`config.mk`:
```
export PLATFORM = sky130hd
export DESIGN_NAME = infix_to_postfix_converter_core
export DESIGN_NICKNAME = d
export VERILOG_FILES = /design/src/rtl/core/i2p_pkg.sv /design/src/rtl/core/infix_to_postfix_converter_core.sv /design/src/rtl/core/i2p_stack.sv /design/src/rtl/core/i2p_ctrl.sv
export VERILOG_INCLUDE_DIRS = /design/src /design/src/rtl/core
export SDC_FILE = /design/constraint.sdc
export NUM_CORES = 1
export LEC_CHECK = 0
export ABC_AREA = 1
export BUFFER_PORTS_ARGS = -buffer_cell sky130_fd_sc_hd__buf_2
export CORE_MARGIN = 2
export CORE_UTILIZATION = 50
export CTS_CLUSTER_DIAMETER = 100
export DETAILED_ROUTE_END_ITERATION = 8
export HOLD_SLACK_MARGIN = 0.15
export PLACE_DENSITY_LB_ADDON = 0.25
export RECOVER_POWER = 25
export REMOVE_ABC_BUFFERS = 1
export SLEW_MARGIN = 0
export SYNTH_ARGS = -nofsm -noshare
export SYNTH_HDL_FRONTEND = slang
export SYNTH_HIERARCHICAL = 1
export SYNTH_SLANG_ARGS = --single-unit
```
`constraint.sdc`:
```
create_clock -name clk -period 4.35 [get_ports clk]
set_input_delay 0.2175 -clock clk [delete_from_list [all_inputs] [get_ports clk]]
set_output_delay 0.2175 -clock clk [all_outputs]
set_load 0.02 [all_outputs]
```
`src/rtl/core/infix_to_postfix_converter_core_macros.svh`:
```
// assertion macros for the converter rtl
`ifndef INFIX_TO_POSTFIX_CONVERTER_CORE_MACROS_SVH
`define INFIX_TO_POSTFIX_CONVERTER_CORE_MACROS_SVH

// condition must hold at every edge out of reset
`define I2P_ASSERT_ALWAYS(label, cond, msg) \
  label: assert property (@(posedge clk) disable iff (rst) (cond)) else $error(msg);

// consequent must hold in the cycle after the antecedent
`define I2P_ASSERT_NEXT(label, ante, cons, msg) \
  label: assert property (@(posedge clk) disable iff (rst) (ante) |=> (cons)) else $error(msg);

`endif

```
`src/rtl/core/i2p_pkg.sv`:
```
// package: constants, types and helper functions of the infix to postfix converter
`timescale 1ns / 1ps

package i2p_pkg;

  localparam int STACK_DEPTH = 32;
  localparam int CNT_W       = $clog2(STACK_DEPTH + 1);
  localparam int ADDR_W      = $clog2(STACK_DEPTH);

  localparam logic [7:0] CH_LPAREN = 8'h28;
  localparam logic [7:0] CH_RPAREN = 8'h29;
  localparam logic [7:0] CH_MUL    = 8'h2A;
  localparam logic [7:0] CH_DIV    = 8'h2F;
  localparam logic [7:0] CH_ADD    = 8'h2B;
  localparam logic [7:0] CH_SUB    = 8'h2D;
  localparam logic [7:0] CH_SPACE  = 8'h20;

  typedef enum logic [1:0] {
    ERR_NONE      = 2'd0,
    ERR_UNMATCHED = 2'd1,
    ERR_OVERFLOW  = 2'd2
  } err_t;

  typedef enum logic [2:0] {
    ST_IDLE,
    ST_DECODE,
    ST_CLOSE,
    ST_OPPOP,
    ST_FLUSH
  } state_t;

  typedef struct packed {
    logic       push;
    logic       pop;
    logic [7:0] sym;
  } stk_cmd_t;

  typedef struct packed {
    logic [7:0]       top;
    logic [CNT_W-1:0] count;
    logic [CNT_W-1:0] paren;
    logic             top_ok;
  } stk_stat_t;

  typedef struct packed {
    logic       valid;
    logic [7:0] sym;
    logic       sym_valid;
    logic       last;
    err_t       err;
  } emit_t;

  function automatic logic is_op(input logic [7:0] ch);
    return (ch == CH_MUL) || (ch == CH_DIV) || (ch == CH_ADD) || (ch == CH_SUB);
  endfunction

  // '(' never reaches the compare, so only operator ranks matter here
  function automatic logic [1:0] rank_of(input logic [7:0] ch);
    logic [1:0] r;
    r = 2'd0;
    if ((ch == CH_MUL) || (ch == CH_DIV)) r = 2'd2;
    else if ((ch == CH_ADD) || (ch == CH_SUB)) r = 2'd1;
    return r;
  endfunction

endpackage

```
`src/rtl/core/infix_to_postfix_converter_core.sv`:
```
// top level: infix to postfix converter with operator stack and output register
`timescale 1ns / 1ps

// Shunting-yard converter. Characters of an infix expression enter one beat
// at a time on the item channel, the final one flagged by end_of_expression,
// and the postfix form leaves on the result channel. One character is worked
// on at a time: a beat is taken, decoded in the next cycle, and the block
// takes no new beat until that character is finished. Each operator popped
// from the stack is emitted, and the next stack entry is then read back from
// the stack memory into the top register before the stack is used again; a
// ')' or an operator that pops then drops the '(' or pushes the operator. An
// end flag starts a flush that pops and emits every entry left on the stack.
// Result beats wait in one output register and a stall there holds the
// sequencer. Errors (an unmatched ')' or a push onto a full stack of 32
// entries) give one error beat and leave the stack as it was. No clearing
// pass is needed after reset.
module infix_to_postfix_converter_core (
  input  logic       clk,
  input  logic       rst,
  // item channel
  input  logic       item_valid,
  output logic       item_stall,
  input  logic [7:0] symbol,
  input  logic       end_of_expression,
  // result channel
  output logic       result_valid,
  input  logic       result_stall,
  output logic [7:0] out_symbol,
  output logic       symbol_valid,
  output logic       last,
  output logic [1:0] error
);

  i2p_pkg::stk_cmd_t  cmd;
  i2p_pkg::stk_stat_t stat;
  i2p_pkg::emit_t     emit;
  logic               idle;
  logic               item_take;
  logic               can_emit;

  // busy for the whole life of a character
  assign item_stall = !idle;
  assign item_take  = item_valid && idle;

  // the output register may be refilled in the cycle its beat is taken
  assign can_emit = !result_valid || !result_stall;

  i2p_ctrl u_ctrl (
    .clk               (clk),
    .rst               (rst),
    .item_take         (item_take),
    .symbol            (symbol),
    .end_of_expression (end_of_expression),
    .can_emit          (can_emit),
    .stat              (stat),
    .idle              (idle),
    .cmd               (cmd),
    .emit              (emit)
  );

  i2p_stack u_stack (
    .clk  (clk),
    .rst  (rst),
    .cmd  (cmd),
    .stat (stat)
  );

  // result register: valid under reset, payload only loaded
  always_ff @(posedge clk) begin
    if (rst) begin
      result_valid <= 1'b0;
    end else if (emit.valid) begin
      result_valid <= 1'b1;
    end else if (!result_stall) begin
      result_valid <= 1'b0;
    end
  end

  always_ff @(posedge clk) begin
    if (emit.valid) begin
      out_symbol   <= emit.sym;
      symbol_valid <= emit.sym_valid;
      last         <= emit.last;
      error        <= emit.err;
    end
  end

endmodule

```
`src/rtl/core/i2p_stack.sv`:
```
// operator stack: memory for lower entries, cached top register and counters
`timescale 1ns / 1ps
`include "infix_to_postfix_converter_core_macros.svh"

module i2p_stack (
  input  logic                clk,
  input  logic                rst,
  input  i2p_pkg::stk_cmd_t   cmd,
  output i2p_pkg::stk_stat_t  stat
);

  logic [7:0]                  mem [i2p_pkg::STACK_DEPTH];
  logic [7:0]                  rd_data;
  logic [i2p_pkg::ADDR_W-1:0]  rd_addr;
  logic [i2p_pkg::ADDR_W-1:0]  wr_addr;
  logic [7:0]                  top;
  logic [i2p_pkg::CNT_W-1:0]   count;
  logic [i2p_pkg::CNT_W-1:0]   paren;
  logic                        refill;

  // entry count-1 lives in top, entries below it in the memory
  assign wr_addr = i2p_pkg::ADDR_W'(count - i2p_pkg::CNT_W'(1));
  assign rd_addr = i2p_pkg::ADDR_W'(count - i2p_pkg::CNT_W'(2));

  always_ff @(posedge clk) begin
    if (cmd.push && (count != '0)) begin
      mem[wr_addr] <= top;
    end
    rd_data <= mem[rd_addr];
  end

  always_ff @(posedge clk) begin
    if (cmd.push) begin
      top <= cmd.sym;
    end else if (refill) begin
      top <= rd_data;
    end
  end

  always_ff @(posedge clk) begin
    if (rst) begin
      count  <= '0;
      paren  <= '0;
      refill <= 1'b0;
    end else begin
      refill <= cmd.pop;
      if (cmd.push) begin
        count <= count + i2p_pkg::CNT_W'(1);
        if (cmd.sym == i2p_pkg::CH_LPAREN) paren <= paren + i2p_pkg::CNT_W'(1);
      end else if (cmd.pop) begin
        count <= count - i2p_pkg::CNT_W'(1);
        if (top == i2p_pkg::CH_LPAREN) paren <= paren - i2p_pkg::CNT_W'(1);
      end
    end
  end

  assign stat.top    = top;
  assign stat.count  = count;
  assign stat.paren  = paren;
  assign stat.top_ok = !refill;

  `I2P_ASSERT_ALWAYS(a_paren_le_count, paren <= count, "open count exceeds stack fill")
  `I2P_ASSERT_ALWAYS(a_no_pop_empty, !(cmd.pop && (count == '0)), "pop on empty stack")
  `I2P_ASSERT_ALWAYS(a_no_push_full, !(cmd.push && (count == i2p_pkg::CNT_W'(i2p_pkg::STACK_DEPTH))), "push on full stack")
  `I2P_ASSERT_NEXT(a_no_op_during_refill, cmd.pop, !cmd.push && !cmd.pop, "stack command during top refill")

endmodule

```
`src/rtl/core/i2p_ctrl.sv`:
```
// sequencer: decodes characters, one stack action a cycle unless stalled
`timescale 1ns / 1ps

module i2p_ctrl (
  input  logic                clk,
  input  logic                rst,
  input  logic                item_take,
  input  logic [7:0]          symbol,
  input  logic                end_of_expression,
  input  logic                can_emit,
  input  i2p_pkg::stk_stat_t  stat,
  output logic                idle,
  output i2p_pkg::stk_cmd_t   cmd,
  output i2p_pkg::emit_t      emit
);

  i2p_pkg::state_t state, state_next;
  logic [7:0]      sym;
  logic            end_flag;
  logic            emitted, emitted_next;
  logic            full;
  logic            top_pops;
  logic            nonempty;

  assign full     = (stat.count == i2p_pkg::CNT_W'(i2p_pkg::STACK_DEPTH));
  assign nonempty = (stat.count != '0);
  // the one rank compare, shared by decode and the pop loop
  assign top_pops = (stat.top != i2p_pkg::CH_LPAREN) &&
                    (i2p_pkg::rank_of(sym) <= i2p_pkg::rank_of(stat.top));
  assign idle     = (state == i2p_pkg::ST_IDLE);

  always_ff @(posedge clk) begin
    if (rst) begin
      state   <= i2p_pkg::ST_IDLE;
      emitted <= 1'b0;
    end else begin
      state   <= state_next;
      emitted <= emitted_next;
    end
  end

  always_ff @(posedge clk) begin
    if (item_take) begin
      sym      <= symbol;
      end_flag <= end_of_expression;
    end
  end

  always_comb begin
    state_next     = state;
    emitted_next   = emitted;
    cmd            = '0;
    emit           = '0;
    emit.err       = i2p_pkg::ERR_NONE;
    unique case (state)
      i2p_pkg::ST_IDLE: begin
        if (item_take) begin
          state_next   = i2p_pkg::ST_DECODE;
          emitted_next = 1'b0;
        end
      end
      i2p_pkg::ST_DECODE: begin
        if (stat.top_ok) begin
          priority if (sym == i2p_pkg::CH_SPACE) begin
            state_next = end_flag ? i2p_pkg::ST_FLUSH : i2p_pkg::ST_IDLE;
          end else if (sym == i2p_pkg::CH_LPAREN) begin
            if (full) begin
              if (can_emit) begin
                emit.valid = 1'b1;
                emit.err   = i2p_pkg::ERR_OVERFLOW;
                state_next = i2p_pkg::ST_IDLE;
              end
            end else begin
              cmd.push   = 1'b1;
              cmd.sym    = sym;
              state_next = end_flag ? i2p_pkg::ST_FLUSH : i2p_pkg::ST_IDLE;
            end
          end else if (sym == i2p_pkg::CH_RPAREN) begin
            if (stat.paren == '0) begin
              if (can_emit) begin
                emit.valid = 1'b1;
                emit.err   = i2p_pkg::ERR_UNMATCHED;
                state_next = i2p_pkg::ST_IDLE;
              end
            end else begin
              state_next = i2p_pkg::ST_CLOSE;
            end
          end else if (i2p_pkg::is_op(sym)) begin
            if (nonempty && top_pops) begin
              state_next = i2p_pkg::ST_OPPOP;
            end else if (full) begin
              if (can_emit) begin
                emit.valid = 1'b1;
                emit.err   = i2p_pkg::ERR_OVERFLOW;
                state_next = i2p_pkg::ST_IDLE;
              end
            end else begin
              cmd.push   = 1'b1;
              cmd.sym    = sym;
              state_next = end_flag ? i2p_pkg::ST_FLUSH : i2p_pkg::ST_IDLE;
            end
          end else begin
            if (can_emit) begin
              emit.valid     = 1'b1;
              emit.sym       = sym;
              emit.sym_valid = 1'b1;
              emit.last      = end_flag && !nonempty;
              emitted_next   = 1'b1;
              state_next     = end_flag ? i2p_pkg::ST_FLUSH : i2p_pkg::ST_IDLE;
            end
          end
        end
      end
      i2p_pkg::ST_CLOSE: begin
        if (stat.top_ok) begin
          if (stat.top == i2p_pkg::CH_LPAREN) begin
            cmd.pop    = 1'b1;
            state_next = end_flag ? i2p_pkg::ST_FLUSH : i2p_pkg::ST_IDLE;
          end else if (can_emit) begin
            // last beat only if just the matching open bracket remains below this one
            emit.valid     = 1'b1;
            emit.sym       = stat.top;
            emit.sym_valid = 1'b1;
            emit.last      = end_flag && (stat.count == i2p_pkg::CNT_W'(2));
            emitted_next   = 1'b1;
            cmd.pop        = 1'b1;
          end
        end
      end
      i2p_pkg::ST_OPPOP: begin
        if (stat.top_ok) begin
          if (nonempty && top_pops) begin
            if (can_emit) begin
              emit.valid     = 1'b1;
              emit.sym       = stat.top;
              emit.sym_valid = 1'b1;
              emitted_next   = 1'b1;
              cmd.pop        = 1'b1;
            end
          end else begin
            cmd.push   = 1'b1;
            cmd.sym    = sym;
            state_next = end_flag ? i2p_pkg::ST_FLUSH : i2p_pkg::ST_IDLE;
          end
        end
      end
      i2p_pkg::ST_FLUSH: begin
        if (stat.top_ok) begin
          if (nonempty) begin
            if (can_emit) begin
              emit.valid     = 1'b1;
              emit.sym       = stat.top;
              emit.sym_valid = 1'b1;
              emit.last      = (stat.count == i2p_pkg::CNT_W'(1));
              emitted_next   = 1'b1;
              cmd.pop        = 1'b1;
            end
          end else if (!emitted) begin
            if (can_emit) begin
              emit.valid   = 1'b1;
              emit.last    = 1'b1;
              emitted_next = 1'b1;
              state_next   = i2p_pkg::ST_IDLE;
            end
          end else begin
            state_next = i2p_pkg::ST_IDLE;
          end
        end
      end
      default: begin
        state_next = i2p_pkg::ST_IDLE;
      end
    endcase
  end

endmodule
```
# Word level (Yosys, flattened, before mapping)
# Memory sizes are Yosys's and may differ from the RTL's. A register that Yosys moved wholly into a read port is not among the register bits.
# Cells that the tools add are included.
[word_totals] regBits=47 mem_bits_rw=256 inputBits=13 elab_cells=198 memories=1
[classes] addsub=5 order_cmp=1 n_eq_ne=38 n_mux=111 bitwise=1 reduce_logical=28
[memory_table] name="u_stack.mem" words=32 width=8 read_ports=1 rd_clocked_by_memory_dff=1 wr=1 line="i2p_stack.sv:12" rtl="logic [7:0] mem [i2p_pkg::STACK_DEPTH];"
[op_table] op="$eq A8 B6 Y1 const B" n=13
[op_table] op="$mux W8" n=10
[op_table] op="$mux W10" n=7
[op_table] op="$mux W11" n=6
[op_table] op="$mux W3" n=19
[op_table] op="$mux W1" n=44
[op_table] op="$pmux W10 S4" n=1
[op_table] op="$mux W6" n=6
[op_table] op="$mux W13" n=2
[op_table] op="$ne A2 B2 Y1 const B" n=12
[op_table] op="$mux W2" n=9
[op_table] op="$pmux W8 S2" n=1
[op_table] op="$pmux W3 S5" n=1
[op_table] op="$add A6 B1 Y6 const B" n=2
[op_table] op="$reduce_and A12 Y1" n=1
[op_table] op="$sub A6 B1 Y6 const B" n=2
[op_table] op="$mux W9" n=1
[op_table] op="$reduce_and A9 Y1" n=1
[op_table] op="$ne A2 B1 Y1 const B" n=4
[op_table] op="$ne A8 B6 Y1 const B" n=1
[op_table] op="$logic_or A1 B1 Y1" n=7
[op_table] op="$eq A3 B2 Y1 const B" n=2
[op_table] op="$eq A6 B1 Y1 const B" n=1
[op_table] op="$eq A6 B2 Y1 const B" n=1
[op_table] op="other kinds (19)" n=30

# Logic depth before layout (Yosys ltp)
[logic_depth] depth_word=17 ltp_mapped=29 mapped_depth_nobuf=27

# Hierarchy
# Netlist, hierarchy kept.
[modules_own_cells] mod="i2p_stack" instances=1 cells_each=1171 area_each_um2=12233.0
[modules_own_cells] mod="i2p_ctrl" instances=1 cells_each=243 area_each_um2=1451.4
[modules_own_cells] mod="infix_to_postfix_converter_core" instances=1 cells_each=19 area_each_um2=410.4

# Worst setup path after synthesis
# Ideal clock, no wire load.
[synth_timing] kind="reg2reg" start="reg u_stack.top[0]" end="reg u_stack/paren[5] (netlist name)" t_arrival_ns=4.047 required_time_ns=4.218 path_slack_ns=0.171 stages_incl_launch_ff=26 n_path_buf=2 period_less_slack_ns=4.179 cell_sequence="edfxtp_1 inv_2 nor4_1 o21ai_0 ha_1 nand2_1 nand2_1 nand2_1 nand3_1 nand2_2 nand2_4 nand2_2 nor3_2 o21ai_4 inv_1 inv_1 clkbuf_1 clkbuf_1 ha_1 or2_2 nand3b_1 nand2_1 nand2_1 nand2_1 nand2_1 a21oi_1"
[synth_rtl] element="start, declared" line="i2p_stack.sv:16" rtl="logic [7:0] top;"
[synth_rtl] element="start signal, assigned" line="i2p_stack.sv:34" rtl="top <= cmd.sym;"
[synth_rtl] element="start signal, assigned" line="i2p_stack.sv:36" rtl="top <= rd_data;"
[synth_rtl] element="end signal, assigned" line="i2p_stack.sv:49" rtl="if (cmd.sym == i2p_pkg::CH_LPAREN) paren <= paren + i2p_pkg::CNT_W'(1);"
[synth_rtl] element="end signal, assigned" line="i2p_stack.sv:52" rtl="if (top == i2p_pkg::CH_LPAREN) paren <= paren - i2p_pkg::CNT_W'(1);"
[synth_rtl] element="end, declared" line="i2p_stack.sv:18" rtl="logic [i2p_pkg::CNT_W-1:0] paren;"

==> summary.md <==
| Metric | Value |
|---|---|
| DR pass1 iterations | 7 |
| Synthesized cell area | 14090 um^2 |
| EDFF count, synth | 285 |
| Mean Syn Cell Area | 9.836 um^2 |
| Non-Filler Instances | 1866 |
| Syn Inst Count | 1433 |
| Critical Path AT | 4.00 ns |
| N_diodes | 0 |
| Crit path max-delay family | simple AND/OR/NAND/NOR gates |
| I/O Buffers | 26 |
| Worst-path clk slew | 0.06 ns |
| Synth area leader | edfxtp_1 |
| Commonest non-fill, non-tap cells in the layout | 472 x nand2_1, 285 x edfxtp_1, 181 x nor2_1, 134 x nand3_1, 86 x inv_1 |
| Die Width | 171.9 um |
| Asr flop ratio synth | 0 |
| Tcrit/Tclk final | 0.8904 |
| Total global-route track usage | 0.2324 |
| Critical path class | reg2reg |
| Post-synth top area share | 0.6072 |
| First-pass GRT wire length | 51.88 mm |
| Max-cap viol count | 6 |
| Required @ worst endpoint | 4.48 ns |
| CP peak stage delay | 0.72 ns |
| CP max stage cell | nor2_1 |
| Final hold violations | 0 |
| Bufs and invs on worst path | 4 |
| R2R Setup Slk | 0.48 ns |
| Max rail drop VDD | 0.4267 mV |
| Initial DRC count | 1093 |
| Post-Route Skew | 0.02769 ns |
| Largest net degree at the start of global routing | 113 |
| CP Launch Type | flip-flop |
| Synthesized flop and latch total | 311 |
| RSZ-0062 raised after global routing | no |
| CTS buffer count | 34 |
| Fillers | 2432 |
| Post-layout nets | 1493 |
| Gpl congestion | 0.9344 |
| IO Pins | 27 |
| Post-DP HPWL | 20.84 mm |
| Slew margin rel. | -0.3481 |
| Share of layout cells above drive strength 1 | 0.08401 |
| Num rows | 61 |
| Register Area | 9084 um^2 |
| DR vias/cell | 5.402 |
| PwrDens | 716.1 nW/um^2 |
| Critical path capture point type | flip-flop |
| Initial antenna violation count | 0 |
| Sequential area share after synthesis | 0.6441 |
| Overall Power | 11.21 mW |
| Detail Route Antenna Nets | 0 |
| Skew-Pair Late Insertion Delay | 0.52 ns |
| RR Endpoint | u_stack/mem[23][6] |
| Cells after DPL | 1796 |
| Post-route DRC | 0 |
| Final setup vio count | 0 |
| CP most frequent cell | nand2_1 |
| Ys Warns | 6 |
| Setup ws final | 0.4767 ns |
| Min-Delay Path Class | in2reg |
| Post-synth top flop | edfxtp_1 |
| CTS tree | yes |
| Drt wl/cell | 18.10 um |
| RR Startpoint | u_ctrl/sym[3] |
| Worst Path Max Fanout | 9 |
| Initial Util | 0.5073 |
| Static Leak | 6.156 nW |
| Reg2reg path depth | 21 |
| Routed wire length | 33.77 mm |
| Cell at the root of the clock tree | clkbuf_16 |
| Dpl ws | 0.5281 ns |
| Worst-Margin Slew | 2.022 ns |
| Area of the multi-input gates | 4329 um^2 |
| DIE HEIGHT | 171.9 um |
| CTS H-tree depth | 2 |
| Area Growth Syn to Fin | 11.06% |
| Outcome | finished with violations |
| Slew Limit Fails | 206 |
| Failing checks | max-capacitance violations, max-slew violations |
| Cell variety after synth | 46 |
| Hold path cells | 3 |
| Max Freq | 258.2 MHz |
| Maximum clock path buffer count | 3 |
| Hold_sp | item_valid |
| Grt ovf | 0 |
| Via count | 10080 |
| Top cells by area, synth | edfxtp_1 61%, nand2_1 13%, nor2_1 4.8%, nand3_1 4.8%, dfxtp_1 3.7% |
| Vias in the first global route | 9484 |
| Clock Sinks | 311 |
| WHS Endpoint | u_ctrl/end_flag |
| Final min period | 3.873 ns |
| Critical Path, Cell by Cell | inv_2, nor2_2, nand3_1, nand2_1, nand2_1, inv_1, ha_1, nand2_1, nand2_1, nand2_1, nand3_1, nand2_2, nand2_4, nand2_2, nor3_2, o21ai_4, inv_1, o21ai_0, inv_1, nand2_1, nor2_1 |
| Crit. path cell count | 21 |
| Core Region | 27780 um^2 |
| Commonest non-fill, non-tap cell in the layout | nand2_1 |
| Die footprint | 29550 um^2 |
-- sequential cells by signal, summed over array words and instances, names as in the netlist --
name	cells
symbol_valid	1
u_stack/refill	1
u_ctrl/sym	8
u_stack/rd_data	8
result_valid	1
last	1
error	2
out_symbol	8
u_stack/paren	6
u_ctrl/state	3
u_ctrl/emitted	1
u_stack/count	6
u_ctrl/end_flag	1
u_stack/mem	256
u_stack/top	8
-- worst max-delay path by stage --
stage | from | endpoint
floorplan | u_stack/count[0] | u_stack/mem[18][0]
global placement | u_ctrl/sym[3] | u_stack/mem[30][4]
detailed placement | u_ctrl/sym[3] | u_stack/mem[30][7]
CTS | u_ctrl/sym[3] | u_stack/mem[30][0]
global route | u_ctrl/sym[3] | u_stack/paren[5]
finish | u_ctrl/sym[3] | u_stack/mem[23][6]
-- tightest hold or removal path: stages --
cell and delay [ns]:
buf_2 0.09, nand2_1 0.05, inv_1 0.18
-- repair_timing --
| action | in CTS | in global routing |
|---|---|---|
| endpoints found under the setup margin | 0 | 0 |
| hold endpoints to repair | 19 | 0 |
| gates resized for setup | 0 | 0 |
| buffers inserted | 0 | 0 |
| hold buffers | 11 | 0 |
-- layer usage --
metal | wire [um] | GRT usage | vias to the layer above | part of all wire
met5 | 0 | 0 | - | 0
met4 | 883 | 0.06978 | 0 | 0.026
met3 | 2282 | 0.03822 | 76 | 0.068
met2 | 16120 | 0.3862 | 392 | 0.48
met1 | 14480 | 0.3165 | 4763 | 0.43
li1 | - | - | 4849 | -
-- cells by family after synthesis --
family / count (synthesis) / synth area share
xor gates and xnor gates: 8 / 0.006837
DFF: 311 / 0.6441
AOI/OAI and AO/OA: 116 / 0.04616
and+or+nand+nor: 825 / 0.2403
adders and majority gates: 15 / 0.01385
buffers and inverters: 158 / 0.04873
-- Yosys cell counts (3+ instances only) --
master      n
a21oi_1    22
a21oi_2     3
buf_1       5
buf_2      23
buf_4       9
buf_6       4
clkbuf_1   16
dfxtp_1    26
edfxtp_1  285
ha_1       14
inv_1      87
inv_2      13
nand2_1   472
nand2_2    10
nand3_1   134
nand3b_1    3
nor2_1    181
nor2_2      3
nor3_1      7
nor4_1      4
o21ai_0    52
o21ai_1    19
o22ai_1     8
xnor2_1     3
xor2_1      3
-- layout make-up --
class | count | share of cell area
Timing Repair Buffer | 54 | 0.02206
Clock inverter | 9 | 0.006075
Sequential cell | 311 | 0.5803
Inverter | 100 | 0.02406
Multi-Input combinational cell | 964 | 0.2766
Clock buffer | 50 | 0.06075
Tap cell | 378 | 0.03021
-- metrics by stage --
stage	hold WS [ns]	instance area, um^2	util	setup TNS [ns]
5_1_grt	0.2880	15650	0.5635	0
6_report	0.2624	15650	0.5635	0
2_1_floorplan	0.2799	13780	-	-394.12
3_3_place_gp	0.3944	14520	0.5227	0
3_5_place_dp	0.3959	14520	0.5227	0
4_1_cts	0.2628	15680	0.5643	0
-- power breakdown --
| part | switching [mW] | internal (mW) |
|---|---|---|
| registers | 0.146 | 3.71 |
| logic | 3.43 | 1.22 |
| clock network | 1.12 | 1.58 |
Power figures use the tool's default switching activity.
